--- src/design/ise_pkg.sv ---
// Shared types, codes and constants of the integer stack engine.
`default_nettype none

package ise_pkg;

    localparam int STACK_DEPTH_DEF = 64;
    localparam int WORD_W          = 32;
    localparam int CMD_W           = 3;
    localparam int ERR_W           = 3;
    localparam int QUEUE_DEPTH     = 2;

    typedef enum logic [CMD_W-1:0] {
        CMD_PUSH    = 3'd0,
        CMD_DUMP    = 3'd1,
        CMD_PEEK    = 3'd2,
        CMD_POP     = 3'd3,
        CMD_SWAP    = 3'd4,
        CMD_ADD     = 3'd5,
        CMD_NOP     = 3'd6,
        CMD_UNKNOWN = 3'd7
    } t_cmd;

    typedef enum logic [ERR_W-1:0] {
        ERR_OK      = 3'd0,
        ERR_UNKNOWN = 3'd1,
        ERR_USAGE   = 3'd2,
        ERR_FULL    = 3'd3,
        ERR_PEEK    = 3'd4,
        ERR_POP     = 3'd5,
        ERR_SWAP    = 3'd6,
        ERR_ADD     = 3'd7
    } t_err;

    typedef enum logic [2:0] {
        OP_REPORT,
        OP_PUSH,
        OP_DUMP,
        OP_PEEK,
        OP_POP,
        OP_SWAP,
        OP_ADD
    } t_op;

    typedef struct packed {
        t_op               op;
        t_err              err;
        logic [WORD_W-1:0] value;
    } t_work;

    typedef struct packed {
        logic [WORD_W-1:0] value;
        logic              value_valid;
        t_err              err;
        logic              last;
    } t_result;

    typedef enum logic [2:0] {
        ST_IDLE,
        ST_PEEK,
        ST_SWAP_A,
        ST_SWAP_B,
        ST_SWAP_W,
        ST_ADD_A,
        ST_ADD_B,
        ST_DUMP
    } t_state;

endpackage

`default_nettype wire

--- src/design/ise_if.sv ---
// Request and result channel interfaces of the integer stack engine.
`default_nettype none

interface ise_in_if;
    logic                             valid;
    logic                             ready;
    logic [ise_pkg::CMD_W-1:0]        command;
    logic signed [ise_pkg::WORD_W-1:0] push_value;
    logic                             push_arg_valid;

    modport source (output valid, output command, output push_value,
                    output push_arg_valid, input ready);
    modport sink (input valid, input command, input push_value,
                  input push_arg_valid, output ready);
endinterface

interface ise_out_if;
    logic                             valid;
    logic                             ready;
    logic signed [ise_pkg::WORD_W-1:0] value;
    logic                             value_valid;
    logic [ise_pkg::ERR_W-1:0]        error_code;
    logic                             last;

    modport source (output valid, output value, output value_valid,
                    output error_code, output last, input ready);
    modport sink (input valid, input value, input value_valid,
                  input error_code, input last, output ready);
endinterface

`default_nettype wire

--- src/design/integer_stack_engine.sv ---
// Integer stack engine top level: request front end, queue and execution back end.
//
// Requests arrive on i_cmd (command, push_value, push_arg_valid) and are taken
// whenever the two-entry request queue has room. Results leave on o_res
// (value, value_valid, error_code, last) through an output register, so a new
// request can be taken while a finished result waits for the receiver.
// Every request gives exactly one result, except a dump of a non-empty stack,
// which gives one result per entry, top first, with last set on the bottom one.
// In the back end, push, pop, nop and all error cases are completed in the idle
// state; peek, add, swap and a dump of a non-empty stack step through further
// states, set by the single read port of the stack RAM, whose read data is
// registered. Requests pass through the queue, results through the output register.
// A synchronous active-low reset empties the stack, the queue and the output
// register; stack RAM contents are not cleared. When the receiver stalls, the
// current result is held and the back end waits; the front end keeps taking
// requests until the queue is full.
`default_nettype none

module integer_stack_engine #(
    parameter int STACK_DEPTH = ise_pkg::STACK_DEPTH_DEF
) (
    input  wire logic i_clk,
    input  wire logic i_rst_n,
    ise_in_if.sink    i_cmd,
    ise_out_if.source o_res
);
    import ise_pkg::*;

    t_work work;
    logic  work_valid;
    logic  work_take;

    ise_front u_front (
        .i_clk        (i_clk),
        .i_rst_n      (i_rst_n),
        .i_cmd        (i_cmd),
        .o_work       (work),
        .o_work_valid (work_valid),
        .i_work_take  (work_take)
    );

    ise_back #(
        .STACK_DEPTH (STACK_DEPTH)
    ) u_back (
        .i_clk        (i_clk),
        .i_rst_n      (i_rst_n),
        .i_work       (work),
        .i_work_valid (work_valid),
        .o_work_take  (work_take),
        .o_res        (o_res)
    );

endmodule

`default_nettype wire

--- src/design/ise_ram.sv ---
// Generic single-write, single-read RAM with registered read data.
`default_nettype none

module ise_ram #(
    parameter int WIDTH = 32,
    parameter int DEPTH = 64
) (
    input  wire logic                     i_clk,
    input  wire logic                     i_we,
    input  wire logic [$clog2(DEPTH)-1:0] i_wr_addr,
    input  wire logic [WIDTH-1:0]         i_wr_data,
    input  wire logic                     i_rd_en,
    input  wire logic [$clog2(DEPTH)-1:0] i_rd_addr,
    output logic      [WIDTH-1:0]         o_rd_data
);

    logic [WIDTH-1:0] r_mem [DEPTH];
    logic [WIDTH-1:0] r_rd_data;

    always_ff @(posedge i_clk) begin
        if (i_we) begin
            r_mem[i_wr_addr] <= i_wr_data;
        end
        if (i_rd_en) begin
            r_rd_data <= r_mem[i_rd_addr];
        end
    end

    assign o_rd_data = r_rd_data;

endmodule

`default_nettype wire

--- src/design/ise_front.sv ---
// Front end: accepts requests, classifies them and queues them for the back end.
`default_nettype none

module ise_front (
    input  wire logic   i_clk,
    input  wire logic   i_rst_n,
    ise_in_if.sink      i_cmd,
    output ise_pkg::t_work o_work,
    output logic        o_work_valid,
    input  wire logic   i_work_take
);
    import ise_pkg::*;

    localparam int QPW = $clog2(QUEUE_DEPTH);
    localparam int QCW = $clog2(QUEUE_DEPTH + 1);

    t_work            r_q [QUEUE_DEPTH];
    logic [QPW-1:0]   r_wr_ptr;
    logic [QPW-1:0]   r_rd_ptr;
    logic [QCW-1:0]   r_fill;
    t_work            cls;
    logic             accept;

    always_comb begin
        cls.op    = OP_REPORT;
        cls.err   = ERR_OK;
        cls.value = i_cmd.push_value;
        unique case (t_cmd'(i_cmd.command))
            CMD_PUSH: begin
                if (i_cmd.push_arg_valid) begin
                    cls.op = OP_PUSH;
                end else begin
                    cls.err = ERR_USAGE;
                end
            end
            CMD_DUMP:    cls.op  = OP_DUMP;
            CMD_PEEK:    cls.op  = OP_PEEK;
            CMD_POP:     cls.op  = OP_POP;
            CMD_SWAP:    cls.op  = OP_SWAP;
            CMD_ADD:     cls.op  = OP_ADD;
            CMD_NOP:     cls.err = ERR_OK;
            CMD_UNKNOWN: cls.err = ERR_UNKNOWN;
            default:     cls.err = ERR_UNKNOWN;
        endcase
    end

    assign i_cmd.ready  = (r_fill != QCW'(QUEUE_DEPTH));
    assign accept       = i_cmd.valid && i_cmd.ready;
    assign o_work_valid = (r_fill != '0);
    assign o_work       = r_q[r_rd_ptr];

    always_ff @(posedge i_clk) begin
        if (accept) begin
            r_q[r_wr_ptr] <= cls;
        end
    end

    always_ff @(posedge i_clk) begin
        if (!i_rst_n) begin
            r_wr_ptr <= '0;
            r_rd_ptr <= '0;
            r_fill   <= '0;
        end else begin
            if (accept) begin
                r_wr_ptr <= (r_wr_ptr == QPW'(QUEUE_DEPTH - 1)) ? '0 : r_wr_ptr + QPW'(1);
            end
            if (i_work_take) begin
                r_rd_ptr <= (r_rd_ptr == QPW'(QUEUE_DEPTH - 1)) ? '0 : r_rd_ptr + QPW'(1);
            end
            if (accept && !i_work_take) begin
                r_fill <= r_fill + QCW'(1);
            end else if (!accept && i_work_take) begin
                r_fill <= r_fill - QCW'(1);
            end
        end
    end

endmodule

`default_nettype wire

--- src/design/ise_back.sv ---
// Back end: executes queued stack operations against the stack RAM and drives results.
`default_nettype none

module ise_back #(
    parameter int STACK_DEPTH = ise_pkg::STACK_DEPTH_DEF
) (
    input  wire logic           i_clk,
    input  wire logic           i_rst_n,
    input  wire ise_pkg::t_work i_work,
    input  wire logic           i_work_valid,
    output logic                o_work_take,
    ise_out_if.source           o_res
);
    import ise_pkg::*;

    localparam int AW = $clog2(STACK_DEPTH);
    localparam int CW = $clog2(STACK_DEPTH + 1);

    t_state            r_state;
    t_state            n_state;
    logic [CW-1:0]     r_count;
    logic [CW-1:0]     n_count;
    logic [AW-1:0]     r_idx;
    logic [AW-1:0]     n_idx;
    logic [WORD_W-1:0] r_tmp;
    logic [WORD_W-1:0] n_tmp;
    t_result           r_out;
    logic              r_out_valid;

    logic              out_free;
    logic              empty;
    logic              short;
    logic              full;
    logic [AW-1:0]     top_addr;
    logic [AW-1:0]     sec_addr;
    logic              ram_we;
    logic [AW-1:0]     wr_addr;
    logic [WORD_W-1:0] wr_data;
    logic              rd_en;
    logic [AW-1:0]     rd_addr;
    logic [WORD_W-1:0] rd_data;
    logic              emit;
    t_result           res;

    ise_ram #(
        .WIDTH (WORD_W),
        .DEPTH (STACK_DEPTH)
    ) u_stack_ram (
        .i_clk     (i_clk),
        .i_we      (ram_we),
        .i_wr_addr (wr_addr),
        .i_wr_data (wr_data),
        .i_rd_en   (rd_en),
        .i_rd_addr (rd_addr),
        .o_rd_data (rd_data)
    );

    assign out_free = !r_out_valid || o_res.ready;
    assign empty    = (r_count == '0);
    assign short    = (r_count < CW'(2));
    assign full     = (r_count == CW'(STACK_DEPTH));
    assign top_addr = r_count[AW-1:0] - AW'(1);
    assign sec_addr = top_addr - AW'(1);

    always_comb begin
        n_state = r_state;
        unique case (r_state)
            ST_IDLE: begin
                if (i_work_valid && out_free) begin
                    case (i_work.op)
                        OP_DUMP: if (!empty) n_state = ST_DUMP;
                        OP_PEEK: if (!empty) n_state = ST_PEEK;
                        OP_SWAP: if (!short) n_state = ST_SWAP_A;
                        OP_ADD:  if (!short) n_state = ST_ADD_A;
                        default: n_state = ST_IDLE;
                    endcase
                end
            end
            ST_PEEK:   if (out_free) n_state = ST_IDLE;
            ST_SWAP_A: n_state = ST_SWAP_B;
            ST_SWAP_B: n_state = ST_SWAP_W;
            ST_SWAP_W: if (out_free) n_state = ST_IDLE;
            ST_ADD_A:  n_state = ST_ADD_B;
            ST_ADD_B:  if (out_free) n_state = ST_IDLE;
            ST_DUMP:   if (out_free && r_idx == '0) n_state = ST_IDLE;
            default:   n_state = ST_IDLE;
        endcase
    end

    always_comb begin
        o_work_take     = 1'b0;
        ram_we          = 1'b0;
        wr_addr         = top_addr;
        wr_data         = rd_data;
        rd_en           = 1'b0;
        rd_addr         = top_addr;
        emit            = 1'b0;
        res.value       = '0;
        res.value_valid = 1'b0;
        res.err         = ERR_OK;
        res.last        = 1'b1;
        n_count         = r_count;
        n_idx           = r_idx;
        n_tmp           = r_tmp;
        unique case (r_state)
            ST_IDLE: begin
                if (i_work_valid && out_free) begin
                    o_work_take = 1'b1;
                    case (i_work.op)
                        OP_PUSH: begin
                            emit = 1'b1;
                            if (full) begin
                                res.err = ERR_FULL;
                            end else begin
                                ram_we  = 1'b1;
                                wr_addr = r_count[AW-1:0];
                                wr_data = i_work.value;
                                n_count = r_count + CW'(1);
                            end
                        end
                        OP_DUMP: begin
                            if (empty) begin
                                emit = 1'b1;
                            end else begin
                                rd_en = 1'b1;
                                n_idx = top_addr;
                            end
                        end
                        OP_PEEK: begin
                            if (empty) begin
                                emit    = 1'b1;
                                res.err = ERR_PEEK;
                            end else begin
                                rd_en = 1'b1;
                            end
                        end
                        OP_POP: begin
                            emit = 1'b1;
                            if (empty) begin
                                res.err = ERR_POP;
                            end else begin
                                n_count = r_count - CW'(1);
                            end
                        end
                        OP_SWAP: begin
                            if (short) begin
                                emit    = 1'b1;
                                res.err = ERR_SWAP;
                            end else begin
                                rd_en = 1'b1;
                            end
                        end
                        OP_ADD: begin
                            if (short) begin
                                emit    = 1'b1;
                                res.err = ERR_ADD;
                            end else begin
                                rd_en = 1'b1;
                            end
                        end
                        default: begin
                            emit    = 1'b1;
                            res.err = i_work.err;
                        end
                    endcase
                end
            end
            ST_PEEK: begin
                if (out_free) begin
                    emit            = 1'b1;
                    res.value       = rd_data;
                    res.value_valid = 1'b1;
                end
            end
            ST_SWAP_A, ST_ADD_A: begin
                n_tmp   = rd_data;
                rd_en   = 1'b1;
                rd_addr = sec_addr;
            end
            ST_SWAP_B: begin
                ram_we  = 1'b1;
                wr_addr = top_addr;
                wr_data = rd_data;
            end
            ST_SWAP_W: begin
                if (out_free) begin
                    emit    = 1'b1;
                    ram_we  = 1'b1;
                    wr_addr = sec_addr;
                    wr_data = r_tmp;
                end
            end
            ST_ADD_B: begin
                if (out_free) begin
                    emit    = 1'b1;
                    ram_we  = 1'b1;
                    wr_addr = sec_addr;
                    wr_data = rd_data + r_tmp;
                    n_count = r_count - CW'(1);
                end
            end
            ST_DUMP: begin
                if (out_free) begin
                    emit            = 1'b1;
                    res.value       = rd_data;
                    res.value_valid = 1'b1;
                    res.last        = (r_idx == '0);
                    if (r_idx != '0) begin
                        rd_en   = 1'b1;
                        rd_addr = r_idx - AW'(1);
                        n_idx   = r_idx - AW'(1);
                    end
                end
            end
            default: begin
                emit = 1'b0;
            end
        endcase
    end

    always_ff @(posedge i_clk) begin
        if (!i_rst_n) begin
            r_state     <= ST_IDLE;
            r_count     <= '0;
            r_out_valid <= 1'b0;
        end else begin
            r_state <= n_state;
            r_count <= n_count;
            if (emit) begin
                r_out_valid <= 1'b1;
            end else if (o_res.ready) begin
                r_out_valid <= 1'b0;
            end
        end
    end

    always_ff @(posedge i_clk) begin
        r_idx <= n_idx;
        r_tmp <= n_tmp;
        if (emit) begin
            r_out <= res;
        end
    end

    assign o_res.valid       = r_out_valid;
    assign o_res.value       = r_out.value;
    assign o_res.value_valid = r_out.value_valid;
    assign o_res.error_code  = r_out.err;
    assign o_res.last        = r_out.last;

    a_count_bound: assert property (@(posedge i_clk) disable iff (!i_rst_n)
        r_count <= CW'(STACK_DEPTH))
        else $error("Entry count exceeds the stack depth.");

    a_count_change: assert property (@(posedge i_clk) disable iff (!i_rst_n)
        ($past(i_rst_n) && r_count != $past(r_count))
            |-> ($past(r_state) == ST_IDLE || $past(r_state) == ST_ADD_B))
        else $error("Entry count changed outside a push, pop or add.");

    a_dump_end: assert property (@(posedge i_clk) disable iff (!i_rst_n)
        (r_state == ST_DUMP && emit && res.last) |=> (r_state == ST_IDLE))
        else $error("Dump did not end after its bottom entry.");

    a_dump_no_write: assert property (@(posedge i_clk) disable iff (!i_rst_n)
        !(r_state == ST_DUMP && ram_we))
        else $error("Stack RAM written during a dump.");

    a_emit_free: assert property (@(posedge i_clk) disable iff (!i_rst_n)
        emit |-> out_free)
        else $error("Result issued while the output register is occupied.");

endmodule

`default_nettype wire
--- src/flat_wrapper.sv ---
// flat-port wrapper written by rule: the top's interface ports become plain ports
module integer_stack_engine_flat import ise_pkg::*;
#(
    parameter int STACK_DEPTH = ise_pkg::STACK_DEPTH_DEF
)
  (i_clk, i_rst_n, i_cmd_valid, i_cmd_command, i_cmd_push_value, i_cmd_push_arg_valid, i_cmd_ready, o_res_valid, o_res_value, o_res_value_valid, o_res_error_code, o_res_last, o_res_ready);
  ise_in_if i_cmd_i ();
  ise_out_if o_res_i ();
  input  wire logic i_clk;
  input  wire logic i_rst_n;
  input wire logic [$bits(i_cmd_i.valid)-1:0] i_cmd_valid;
  input wire logic [$bits(i_cmd_i.command)-1:0] i_cmd_command;
  input wire logic [$bits(i_cmd_i.push_value)-1:0] i_cmd_push_value;
  input wire logic [$bits(i_cmd_i.push_arg_valid)-1:0] i_cmd_push_arg_valid;
  output wire logic [$bits(i_cmd_i.ready)-1:0] i_cmd_ready;
  output wire logic [$bits(o_res_i.valid)-1:0] o_res_valid;
  output wire logic [$bits(o_res_i.value)-1:0] o_res_value;
  output wire logic [$bits(o_res_i.value_valid)-1:0] o_res_value_valid;
  output wire logic [$bits(o_res_i.error_code)-1:0] o_res_error_code;
  output wire logic [$bits(o_res_i.last)-1:0] o_res_last;
  input wire logic [$bits(o_res_i.ready)-1:0] o_res_ready;
  assign i_cmd_i.valid = i_cmd_valid;
  assign i_cmd_i.command = i_cmd_command;
  assign i_cmd_i.push_value = i_cmd_push_value;
  assign i_cmd_i.push_arg_valid = i_cmd_push_arg_valid;
  assign i_cmd_ready = i_cmd_i.ready;
  assign o_res_valid = o_res_i.valid;
  assign o_res_value = o_res_i.value;
  assign o_res_value_valid = o_res_i.value_valid;
  assign o_res_error_code = o_res_i.error_code;
  assign o_res_last = o_res_i.last;
  assign o_res_i.ready = o_res_ready;
  integer_stack_engine #(.STACK_DEPTH(STACK_DEPTH)) u_core (.i_clk(i_clk), .i_rst_n(i_rst_n), .i_cmd(i_cmd_i), .o_res(o_res_i));
endmodule
--- config.mk ---
export PLATFORM = sky130hd
export DESIGN_NAME = integer_stack_engine_flat
export DESIGN_NICKNAME = d
export VERILOG_FILES = /design/src/design/ise_pkg.sv /design/src/design/ise_if.sv /design/src/design/integer_stack_engine.sv /design/src/design/ise_ram.sv /design/src/design/ise_front.sv /design/src/design/ise_back.sv /design/src/flat_wrapper.sv
export SDC_FILE = /design/constraint.sdc
export NUM_CORES = 2
export LEC_CHECK = 0
export BUFFER_PORTS_ARGS = -buffer_cell sky130_fd_sc_hd__buf_4
export CORE_UTILIZATION = 40
export DETAILED_ROUTE_END_ITERATION = 16
export RECOVER_POWER = 25
export SLEW_MARGIN = 10
export SYNTH_ARGS = -nofsm -noshare
export SYNTH_HDL_FRONTEND = slang
export SYNTH_SLANG_ARGS = --single-unit
export TNS_END_PERCENT = 5
--- constraint.sdc ---
create_clock -name i_clk -period 6.4 [get_ports i_clk]
set_clock_uncertainty 0.1 [all_clocks]
set_input_delay 1.6 -clock i_clk [delete_from_list [all_inputs] [get_ports i_clk]]
set_output_delay 1.6 -clock i_clk [all_outputs]
set_load 0.005 [all_outputs]
==> flow_summary.yaml <==
power:
  power_density_mw_per_mm2: 588
  intPower_uw: 35900
  pwr-share-clk: 0.204
  irDropWorstVdd_v: 0.000655
  power_leakage_uw: 0.0355
  switching_share: 0.419
  p_comb_frac: 0.427
  switchingPower_uw: 25900
  power_uw: 61800
  pwr-share-seq: 0.369
die:
  ioPinCount: 79
  die_w_um: 480
  die_y_um: 480
  dieArea_mm2: 0.230
  fp-row-count: 175
  start_util: 0.402
  core_mm2: 0.227
synthesis:
  yosys_register_bits: 2245
  synth-seq-area-share: 0.736
  synth.cell_area_mm2: 0.0914
  ys_types: 89
  yosysWarnings: 0
  syn_inst: 6787
  async_flop_share: 0
  syn_avg_cell_area_um2: 13.5
  ys.flop_type: "edfxtp_1"
  synth-edff-count: 2229
  synth_nets: 6869
timing:
  rsz0062_at_grt: "no"
  setup_tns_ps: 0
  maxSlewViolCount: 854
  setup_viol: 0
  tightest_slew_ps: 3300
  max_freq_ghz: 0.166
  fin_crit_ps: 6040
  min_period_over_period: 0.943
  finalHoldViolations: 0
  slew_headroom: -1.21
cells_and_area:
  drive_above_1_share: 0.112
  num-nets-final: 7070
  most-common-layout-cells: "2229 x edfxtp_1, 1687 x nand2_1, 551 x nand3_1"
  area_growth_pct: 15.0
  final_common_cell: "edfxtp_1"
route:
  num_vias: 60700
  finalWirelength_mm: 296
  wl_per_cell_um: 29.1
  drt_first_iter_violations: 8979
  drc: 0
  first_pass_iters: 7
  ant_nets: 0
  via_per_inst: 5.95
global_routing:
  overflow: 0
  grt_pass1_wl_mm: 419
  track_usage: 0.253
  grt_max_degree: 160
  grt_pass1_vias: 57100
  antenna_found_initial: 21
clock_tree:
  clk_latency_ps: 890
  cts_tree: "yes"
  cts_resized: 0
  clkSinkCount: 2245
  htree_levels: 4
  cts_root_buf: "clkbuf_16"
  cts_buffer_depth: 3
  cts.clk_slew.worst_paths_ps: 60
  post_cts_buffers: 0
  cts-hold-fix-buffers: 0
  cts_buffers: 216
worst_setup_path:
  reg2reg_to: "u_core.u_back.u_stack_ram.o_rd_data[2]"
  critPathLaunchType: "input pin"
  r2r_cells: 13
  crit_type: "input pin to flip-flop"
  crit_arrival_ps: 6420
  r2r_start: "u_core.u_back.r_state[0]"
  slowest_delay_ps: 1260
  reg2reg_setup_slack_ps: 450
  cp.required_ps: 6780
  worst-path-max-fanout: 33
  crit_chain: "clkbuf_1 > nor2b_1 > clkbuf_1 > nor2_1 > a21oi_1 > o221ai_1 > nand3b_1 > buf_4 > nor2_4 > buf_4"
  critPathSlowestCell: "clkbuf_1"
  cp-end-kind: "flip-flop"
worst_hold_path:
  holdPathEnd: "u_core.u_front.r_rd_ptr"
  hold_path_class: "flip-flop to flip-flop"
  min_from: "u_core.u_front.r_rd_ptr"
  worstHoldPathCells: 2
placed_design:
  io_buffers: 78
  hpwl_mm: 173
  place_congestion: 0.894
status:
  status: "finished, violations left"
  violations: "capacitance limit, slew limit"
run:
  drv_cap: 17
==> state kept, by name (all words and copies together) (netlist names), 2 cells and up, named ones only <==
name	count
u_core.u_front.r_fill	2
u_core.u_back.u_stack_ram.o_rd_data	32
u_core.u_back.r_state	3
u_core.u_back.o_res.value	32
u_core.u_back.r_idx	6
u_core.u_back.o_res.error_code	3
u_core.u_front.r_q	74
u_core.u_back.r_tmp	32
u_core.u_back.u_stack_ram.r_mem	2048
u_core.u_back.r_count	7
==> worst max-delay path, delay by kind of cell <==
family                 cells  cell delay [ps]
AO/OA/AOI/OAI              2              600
buffers and inverters      4             2240
AND/OR/NAND/NOR            4             1930
==> cells in the mapped netlist (8+ instances only) <==
master | n | area [um^2]
and3_1 | 196 | 1230
nand4_1 | 163 | 1020
o221ai_1 | 25 | 219
a41oi_1 | 22 | 193
o22a_1 | 8 | 70.1
xnor2_1 | 25 | 219
a2111oi_0 | 9 | 78.8
nand3b_1 | 14 | 105
o21ai_0 | 87 | 435
a21boi_0 | 8 | 60.1
o32ai_1 | 12 | 105
ha_1 | 41 | 513
and2_1 | 43 | 269
a31oi_1 | 142 | 888
nor3_1 | 31 | 155
mux2i_1 | 181 | 1810
nor2b_1 | 8 | 50.1
clkbuf_1 | 242 | 908
a22o_1 | 20 | 175
inv_1 | 20 | 75.1
or3_1 | 52 | 325
xor2_1 | 13 | 114
buf_1 | 59 | 221
buf_2 | 110 | 551
o2111ai_1 | 50 | 438
dfxtp_1 | 16 | 320
a32oi_1 | 43 | 377
a221oi_1 | 10 | 87.6
a21o_1 | 16 | 120
a311oi_1 | 35 | 307
edfxtp_1 | 2229 | 66900
nand2_1 | 1692 | 6350
o211ai_1 | 35 | 263
a311o_1 | 22 | 220
a21oi_1 | 140 | 701
nand3_1 | 553 | 2770
nand2b_1 | 9 | 56.3
buf_4 | 14 | 105
a211oi_1 | 92 | 691
nor2_1 | 151 | 567
o22ai_1 | 19 | 119
mux2_2 | 15 | 169
==> cell families (layout without fill, tap and decap cells) <==
family,Yosys count,count (layout),synth area share
fa+ha+maj,42,42,0.00583
simple gates,2940,2940,0.144
buf+inv,453,838,0.0209
flops,2245,2245,0.736
other cells,0,15,0
xor+xnor,38,38,0.00364
mux,197,197,0.0218
compound gates,872,872,0.0682
==> cell type report <==
type                    count  area (um^2)
fillers                 19800       122000
flip-flops and latches   2245        67300
multi-input cells        4089        23100
clock buffers             268         5620
repair buffers            412         3920
well taps                3009         3760
clock inverters           134         1250
inverters                  24         90.1
diodes                     15         37.5
==> per-layer routing <==
metal  part of all wire  up-vias  global-route usage
li1                   -    26100                   -
met2               0.45     3488               0.387
met5           0.000044        -                   0
met3               0.10      520              0.0469
met4              0.042        2               0.107
met1               0.40    30600               0.353
==> power by group through the flow <==
stage	combinational (uW)	sequential (uW)	clock [uW]
finish	26400	22800	12600
global route	27600	22800	13200
CTS	26100	22600	12700
detailed placement	26000	22900	0
global placement	25700	22900	0
floorplan	13100	22900	0
==> per-stage QoR <==
| stage | util | setup slack [ps] | std cells | instance area (um^2) | hold WS (ps) |
|---|---|---|---|---|---|
| after floorplan | - | 481 | 6787 | 91400 | 369 |
| after global placement | 0.433 | 56.4 | 9778 | 98400 | 390 |
| after detailed placement | 0.433 | 207 | 9778 | 98400 | 391 |
| after CTS | 0.463 | 767 | 10200 | 105000 | 409 |
| after global routing | 0.462 | 318 | 10200 | 105000 | 422 |
| final | 0.462 | 362 | 10200 | 105000 | 406 |
==> worst max-delay path by stage <==
stage,slack [ps],endpoint,startpoint
global placement,60,u_core.u_back.u_stack_ram.o_rd_data[2],o_res_ready
detailed placement,210,u_core.u_back.u_stack_ram.o_rd_data[2],o_res_ready
floorplan,480,u_core.u_back.u_stack_ram.r_mem[0][22],o_res_ready
finish,360,u_core.u_back.u_stack_ram.r_mem[28][7],o_res_ready
global route,320,u_core.u_back.u_stack_ram.r_mem[48][0],o_res_ready
CTS,770,u_core.u_back.u_stack_ram.o_rd_data[2],u_core.u_back.r_state[0]
No activity file was read; power rests on OpenSTA's default activity.
